**src/rtl/core/jfs_pkg.sv**
```systemverilog
`default_nettype none
// ----------------------------------------------------------------------------
// jfs_pkg
// types and constants shared by the jpeg frame size scanner modules
// ----------------------------------------------------------------------------
package jfs_pkg;

    localparam logic [7:0] MK_PREFIX = 8'hFF;
    localparam logic [7:0] MK_SOI    = 8'hD8;
    localparam logic [7:0] MK_EOI    = 8'hD9;
    localparam logic [7:0] MK_SOS    = 8'hDA;
    localparam logic [7:0] MK_SOF0   = 8'hC0;
    localparam logic [7:0] MK_NULL   = 8'h00;

    localparam logic [15:0] SOF_PAD_BYTES = 16'd3;
    localparam logic [15:0] MIN_SEG_LEN   = 16'd2;

    typedef enum logic [1:0] {
        ST_FOUND   = 2'd0,
        ST_NOFRAME = 2'd1,
        ST_ERROR   = 2'd2
    } t_status;

    typedef enum logic [3:0] {
        PH_PREFIX   = 4'd0,
        PH_ID       = 4'd1,
        PH_LEN_HI   = 4'd2,
        PH_LEN_LO   = 4'd3,
        PH_SKIP     = 4'd4,
        PH_SOF_SKIP = 4'd5,
        PH_H_HI     = 4'd6,
        PH_H_LO     = 4'd7,
        PH_W_HI     = 4'd8,
        PH_W_LO     = 4'd9,
        PH_DRAIN    = 4'd10
    } t_phase;

    typedef struct packed {
        t_status     status;
        logic [15:0] height;
        logic [15:0] width;
    } t_result;

endpackage
`default_nettype wire

```
**src/rtl/core/jpeg_frame_size_scanner_top.sv**
```systemverilog
`default_nettype none
// ----------------------------------------------------------------------------
// jpeg_frame_size_scanner_top
// walks jpeg markers byte by byte and reports the sof0 frame size
// ----------------------------------------------------------------------------
// channel   dir  tdata                        tuser      tlast
// s_axis    in   [7:0] data_byte              -          end_of_file
// m_axis    out  [15:0] width, [31:16] height [1:0] stat -
//
// one byte per cycle while the output is not stalled; an item crosses an input
// register and a result register, loaded as its byte leaves the input register
// the parse state advances as a byte leaves the input register
// reset clears the parse phase, counters and both valid flags
// a stalled output only holds bytes that would produce a result
// ----------------------------------------------------------------------------
module jpeg_frame_size_scanner_top (
    input  wire logic        i_clk,
    input  wire logic        i_rst_n,
    input  wire logic        s_axis_tvalid,
    output logic             s_axis_tready,
    input  wire logic [7:0]  s_axis_tdata,   // data_byte
    input  wire logic        s_axis_tlast,
    output logic             m_axis_tvalid,
    input  wire logic        m_axis_tready,
    output logic [31:0]      m_axis_tdata,   // image_width, image_height
    output logic [1:0]       m_axis_tuser    // status
);
    import jfs_pkg::*;

    logic       r_in_valid;
    logic [7:0] r_in_byte;
    logic       r_in_eof;
    logic       advance;
    logic       has_result;
    logic       out_free;
    t_result    step_res;
    t_result    out_res;

    jfs_parser u_parser (
        .i_clk        (i_clk),
        .i_rst_n      (i_rst_n),
        .i_step       (advance),
        .i_byte       (r_in_byte),
        .i_eof        (r_in_eof),
        .o_has_result (has_result),
        .o_result     (step_res)
    );

    jfs_out_reg u_out_reg (
        .i_clk    (i_clk),
        .i_rst_n  (i_rst_n),
        .i_load   (advance && has_result),
        .i_result (step_res),
        .o_free   (out_free),
        .o_valid  (m_axis_tvalid),
        .i_ready  (m_axis_tready),
        .o_result (out_res)
    );

    assign advance       = r_in_valid && (!has_result || out_free);
    assign s_axis_tready = !r_in_valid || advance;
    assign m_axis_tdata  = {out_res.height, out_res.width};
    assign m_axis_tuser  = out_res.status;

    always_ff @(posedge i_clk) begin
        if (!i_rst_n) begin
            r_in_valid <= 1'b0;
        end else if (s_axis_tvalid && s_axis_tready) begin
            r_in_valid <= 1'b1;
        end else if (advance) begin
            r_in_valid <= 1'b0;
        end
    end

    always_ff @(posedge i_clk) begin
        if (s_axis_tvalid && s_axis_tready) begin
            r_in_byte <= s_axis_tdata;
            r_in_eof  <= s_axis_tlast;
        end
    end

    a_out_idle_after_reset : assert property (@(posedge i_clk)
        !i_rst_n |=> !m_axis_tvalid)
        else $error("result valid right after reset");

    a_zero_size_unless_found : assert property (@(posedge i_clk) disable iff (!i_rst_n)
        (m_axis_tvalid && m_axis_tuser != ST_FOUND) |-> (m_axis_tdata == 32'd0))
        else $error("nonzero size on a result that is not found");

    a_status_code : assert property (@(posedge i_clk) disable iff (!i_rst_n)
        m_axis_tvalid |-> (m_axis_tuser != 2'd3))
        else $error("illegal status code");

    a_stall_only_when_held : assert property (@(posedge i_clk) disable iff (!i_rst_n)
        !s_axis_tready |-> (r_in_valid && has_result && m_axis_tvalid && !m_axis_tready))
        else $error("input stalled without a blocked result");

endmodule
`default_nettype wire

```
**src/rtl/core/jfs_parser.sv**
```systemverilog
`default_nettype none
// ----------------------------------------------------------------------------
// jfs_parser
// marker walker: parse state and per-byte result decision
// ----------------------------------------------------------------------------
module jfs_parser (
    input  wire logic             i_clk,
    input  wire logic             i_rst_n,
    input  wire logic             i_step,
    input  wire logic [7:0]       i_byte,
    input  wire logic             i_eof,
    output logic                  o_has_result,
    output jfs_pkg::t_result      o_result
);
    import jfs_pkg::*;

    t_phase      r_phase, n_phase, step_phase;
    logic [15:0] r_skip, n_skip;
    logic [7:0]  r_len_hi, n_len_hi;
    logic [15:0] r_height, n_height;
    logic [7:0]  r_w_hi, n_w_hi;
    logic [15:0] seg_len;
    logic        step_has;
    t_result     step_res;

    assign seg_len = {r_len_hi, i_byte};

    // next state
    always_comb begin
        step_phase = r_phase;
        n_skip     = r_skip;
        n_len_hi   = r_len_hi;
        n_height   = r_height;
        n_w_hi     = r_w_hi;
        unique case (r_phase)
            PH_PREFIX: begin
                step_phase = (i_byte != MK_PREFIX) ? PH_DRAIN : PH_ID;
            end
            PH_ID: begin
                if (i_byte == MK_SOI) begin
                    step_phase = PH_PREFIX;
                end else if (i_byte == MK_SOS || i_byte == MK_EOI || i_byte == MK_NULL) begin
                    step_phase = PH_DRAIN;
                end else if (i_byte == MK_SOF0) begin
                    n_skip     = SOF_PAD_BYTES;
                    step_phase = PH_SOF_SKIP;
                end else begin
                    step_phase = PH_LEN_HI;
                end
            end
            PH_LEN_HI: begin
                n_len_hi   = i_byte;
                step_phase = PH_LEN_LO;
            end
            PH_LEN_LO: begin
                if (seg_len < MIN_SEG_LEN) begin
                    step_phase = PH_DRAIN;
                end else begin
                    n_skip     = seg_len - MIN_SEG_LEN;
                    step_phase = (seg_len == MIN_SEG_LEN) ? PH_PREFIX : PH_SKIP;
                end
            end
            PH_SKIP: begin
                n_skip = r_skip - 16'd1;
                if (r_skip == 16'd1) begin
                    step_phase = PH_PREFIX;
                end
            end
            PH_SOF_SKIP: begin
                n_skip = r_skip - 16'd1;
                if (r_skip == 16'd1) begin
                    step_phase = PH_H_HI;
                end
            end
            PH_H_HI: begin
                n_len_hi   = i_byte;
                step_phase = PH_H_LO;
            end
            PH_H_LO: begin
                n_height   = seg_len;
                step_phase = PH_W_HI;
            end
            PH_W_HI: begin
                n_w_hi     = i_byte;
                step_phase = PH_W_LO;
            end
            PH_W_LO: begin
                step_phase = PH_DRAIN;
            end
            default: begin
                step_phase = PH_DRAIN;
            end
        endcase
        n_phase = step_phase;
        if (i_eof) begin
            n_phase  = PH_PREFIX;
            n_skip   = '0;
            n_len_hi = '0;
            n_height = '0;
            n_w_hi   = '0;
        end
    end

    // outputs
    always_comb begin
        step_has = 1'b0;
        step_res = '{status: ST_ERROR, height: 16'd0, width: 16'd0};
        unique case (r_phase)
            PH_PREFIX: begin
                step_has = (i_byte != MK_PREFIX);
            end
            PH_ID: begin
                if (i_byte == MK_SOS || i_byte == MK_EOI || i_byte == MK_NULL) begin
                    step_has        = 1'b1;
                    step_res.status = ST_NOFRAME;
                end
            end
            PH_LEN_LO: begin
                step_has = (seg_len < MIN_SEG_LEN);
            end
            PH_W_LO: begin
                step_has        = 1'b1;
                step_res.status = ST_FOUND;
                step_res.width  = {r_w_hi, i_byte};
                step_res.height = r_height;
            end
            default: begin
                step_has = 1'b0;
            end
        endcase
        o_has_result = step_has;
        o_result     = step_res;
        // file ended before any result
        if (i_eof && !step_has && step_phase != PH_DRAIN) begin
            o_has_result = 1'b1;
            o_result     = '{status: ST_ERROR, height: 16'd0, width: 16'd0};
        end
    end

    always_ff @(posedge i_clk) begin
        if (!i_rst_n) begin
            r_phase  <= PH_PREFIX;
            r_skip   <= '0;
            r_len_hi <= '0;
            r_height <= '0;
            r_w_hi   <= '0;
        end else if (i_step) begin
            r_phase  <= n_phase;
            r_skip   <= n_skip;
            r_len_hi <= n_len_hi;
            r_height <= n_height;
            r_w_hi   <= n_w_hi;
        end
    end

endmodule
`default_nettype wire

```
**src/rtl/core/jfs_out_reg.sv**
```systemverilog
`default_nettype none
// ----------------------------------------------------------------------------
// jfs_out_reg
// result register toward the output stream
// ----------------------------------------------------------------------------
module jfs_out_reg (
    input  wire logic             i_clk,
    input  wire logic             i_rst_n,
    input  wire logic             i_load,
    input  wire jfs_pkg::t_result i_result,
    output logic                  o_free,
    output logic                  o_valid,
    input  wire logic             i_ready,
    output jfs_pkg::t_result      o_result
);
    import jfs_pkg::*;

    logic    r_valid;
    t_result r_result;

    assign o_free   = !r_valid || i_ready;
    assign o_valid  = r_valid;
    assign o_result = r_result;

    always_ff @(posedge i_clk) begin
        if (!i_rst_n) begin
            r_valid <= 1'b0;
        end else if (i_load) begin
            r_valid <= 1'b1;
        end else if (i_ready) begin
            r_valid <= 1'b0;
        end
    end

    always_ff @(posedge i_clk) begin
        if (i_load) begin
            r_result <= i_result;
        end
    end

endmodule
`default_nettype wire
```
**config.mk**
```make
export PLATFORM = sky130hd
export DESIGN_NAME = jpeg_frame_size_scanner_top
export DESIGN_NICKNAME = d
export VERILOG_FILES = /design/src/rtl/core/jfs_pkg.sv /design/src/rtl/core/jpeg_frame_size_scanner_top.sv /design/src/rtl/core/jfs_parser.sv /design/src/rtl/core/jfs_out_reg.sv
export SDC_FILE = /design/constraint.sdc
export NUM_CORES = 1
export LEC_CHECK = 0
export BUFFER_PORTS_ARGS = -buffer_cell sky130_fd_sc_hd__buf_2
export CORE_ASPECT_RATIO = 1.1
export CORE_MARGIN = 10
export CORE_UTILIZATION = 62
export CTS_CLUSTER_SIZE = 10
export DETAILED_ROUTE_END_ITERATION = 16
export GPL_TIMING_DRIVEN = 0
export PLACE_DENSITY = 0.83
export SYNTH_ARGS = -nofsm -noshare
export SYNTH_HDL_FRONTEND = slang
export SYNTH_SLANG_ARGS = --single-unit
```
**constraint.sdc**
```tcl
create_clock -name i_clk -period 7.1 [get_ports i_clk]
set_input_delay 1.065 -clock i_clk [delete_from_list [all_inputs] [get_ports i_clk]]
set_output_delay 1.065 -clock i_clk [all_outputs]
set_load 0.05 [all_outputs]
```
==> summary.txt <==
Fmax achieved: 272.1 MHz
Effective utilization at floorplan: 64.76%
Placed cell count: 668
Hold_ws: 0.4561 ns
FF-to-FF setup slack: 4.07 ns
Global Route Usage Sum: 20.90%
RD Place Congestion: 0.8890
Most frequent cells in the layout: 82 x nand2_1, 61 x buf_2, 54 x dfxtp_1, 43 x edfxtp_1, 32 x and2_1
Buffer and inverter count on the worst path: 2
Hold Fails Final Rpt: 0
# rows: 33
Filler cells: 610
Synth Flop Type: dfxtp_1
Core Area: 7556 um2
Worst R2R End: u_out_reg.o_result[22]$_SDFFCE_PP0P_
Hold Path Class: register to register
CP top delay family: simple AND/OR/NAND/NOR gates
Req. time, crit path: 6.03 ns
Cell Area, Synth: 4893 um2
Hold Path End: u_parser.r_height[6]$_SDFFE_PN0P_
Critical Path Start Type: register
Initial antenna violation count: 0
Unrepaired setup endpoints after global routing: false
Antenna viol nets, final: 0
Run status: completed
Clock buffer depth: 2
GR Overflow Total: 0
Total power: 1.115 mW
Register area share after synthesis: 48.48%
DP Area: 5273 um2
Crit path max-delay cell type: nor3_1
Post-synth top area share: 26.39%
Crit path cell chain: buf_1, nor3_1, nand3_1, nand3_1, o2111ai_1, buf_2
Final instance area: 5463 um2
Post-layout nets: 591
Iter 0 DRT Violations: 353
Leading area contributor after synthesis: edfxtp_1
Most common cell after layout, fill and taps aside: nand2_1
# setup viols final: 0
CTS tree: built
Routed WL: 12550 um
Setup TNS: 0 ns
CTS Hold Bufs: 0
Post-CTS Setup Inserts: 0
Num CTS Buffers: 9
Synth Warn #: 0
Worst EP arrival: 2.61 ns
Die Ht: 113.2 um
Root Buffer: clkbuf_8
Average size of a mapped cell: 9.502 um2
Clk pin slew, worst setup/hold paths: 0.10 ns
Worst Path Max Fanout: 10
Cells on worst reg2reg path: 6
Drt via density: 6.194
I/O Buffers: 48
Pin count of the biggest net entering global routing: 35
PostCTS Resize Cnt: 0
I/O pins: 49
Critical setup path kind: register to output pin
Pwr dens: 204.2 nW/um2
Synth-to-Final Area Change: 11.63%
CTS sink count: 97
Final HPWL DP: 9153 um
DRT Pass-1 Iters: 5
Slew margin rel.: 29.76%
Reg2reg start: r_in_byte[5]$_DFFE_PP_
H-tree levels: 3
CP dominant cell by count: nand3_1
Slew @ Worst Pin: 1.045 ns
Crit share post-route: 51.76%
Async set-reset flop share out of synthesis: 0%
Setup Skew: 0.01773 ns
DIE AREA: 11850 um2
Worst hold start: u_parser.r_height[6]$_SDFFE_PN0P_
Top cells by area, synth: edfxtp_1 26%, dfxtp_1 22%, nand2_1 6.3%
Post-Synthesis Cells: 515
Clk Latency, worst-skew pair: 0.37 ns
Max-cap viol count: 0
Pins Over Slew Limit: 0
Worst VDD drop: 0.1180 mV
Yosys reg bits: 97
Distinct cells, synth: 63
Post-synth EDFFs: 43
Hold path cells: 2
Slowest Stage Delay on Critical Path: 0.55 ns
Vias after detailed routing: 4243
Routed len/inst: 18.32 um
Die Wd: 104.7 um
Diodes inserted: 0
Residual DRC count: 0
Leakage Power: 1.978 nW
Min Tclk post-route: 3.675 ns
Share of layout cells above drive strength 1: 17.76%
Critical Path End Type: output pin
Synth Net Count: 531
Fin cells: 685
Vias in the first global route: 4022
First-pass GRT wire length: 20480 um
[stage by stage]
stage / setup slack [ns] / utilization [%]
after floorplan: 3.492 / -
after global placement: 2.880 / 69.68
after detailed placement: 3.910 / 69.78
after CTS: 3.490 / 72.23
after global routing: 3.239 / 72.30
final: 3.425 / 72.30
[sequential cells by signal, indices dropped and copies added (netlist names)]
name	flops
r_in_valid	1
u_out_reg.o_result	34
u_parser.r_phase	4
u_out_reg.o_valid	1
u_parser.r_w_hi	8
r_in_byte	8
u_parser.r_len_hi	8
u_parser.r_skip	16
u_parser.r_height	16
r_in_eof	1
[worst max path at each step]
stage | start | to | cells after the start | slack, ns
finish | r_in_byte[5]$_DFFE_PP_ | s_axis_tready | 6 | 3.43
global route | r_in_byte[5]$_DFFE_PP_ | s_axis_tready | 6 | 3.24
CTS | r_in_byte[5]$_DFFE_PP_ | s_axis_tready | 6 | 3.49
detailed placement | r_in_byte[5]$_DFFE_PP_ | s_axis_tready | 6 | 3.91
global placement | m_axis_tready | u_out_reg.o_result[29]$_SDFFCE_PP0P_ | 7 | 2.88
floorplan | m_axis_tready | u_out_reg.o_result[0]$_SDFFCE_PP0P_ | 6 | 3.49
[power by group]
part | switching, mW | internal [mW]
clock network | 0.214 | 0.135
logic | 0.117 | 0.0407
registers | 0.00877 | 0.600
total | 0.339 | 0.776
[worst reg2reg max path, stage by stage, from the launching register on]
cell,delay [ns]
edfxtp_1,0.46
buf_1,0.31
nor3_1,0.55
nand3_1,0.26
nand3_1,0.23
nor2_1,0.09
nor2_4,0.72
[synth_stat cells (12+ instances only)]
cell      instances
buf_2            13
nor3_1           15
clkbuf_1         18
o21ai_0          19
a311oi_1         17
edfxtp_1         43
and2_1           32
dfxtp_1          54
nand4_1          12
a21oi_1          29
nand2_1          82
nor2_1           30
mux2i_1          20
[layer usage]
layer  share of wire [%]  track usage [%]  vias up
met1                  41            25.72     1996
met5                   0                0        -
li1                    -                -     1994
met3                 8.3            4.030       28
met2                  48            35.94      225
met4                 2.3            7.143        0
[layout make-up]
| class | instances | area [um2] | share of cell area [%] |
|---|---|---|---|
| Buffer | 38 | 177.7 | 3.252 |
| Clock buffer | 9 | 123.9 | 2.268 |
| Clock inverter | 7 | 61.31 | 1.122 |
| Inverter | 10 | 37.54 | 0.6871 |
| Multi-Input combinational cell | 370 | 2313 | 42.35 |
| Sequential cell | 97 | 2372 | 43.43 |
| Tap cell | 105 | 131.4 | 2.405 |
| Timing Repair Buffer | 49 | 245.2 | 4.489 |
[logic make-up after synthesis]
logic type / Yosys count / share of synthesized area (%)
compound gates: 107 / 15.06
xor+xnor: 19 / 3.401
fa+ha+maj: 3 / 0.7671
buf+inv: 48 / 4.398
flops: 97 / 48.48
mux: 20 / 4.091
simple gates: 221 / 23.81
Note: power is estimated with default switching activity, not from simulation.
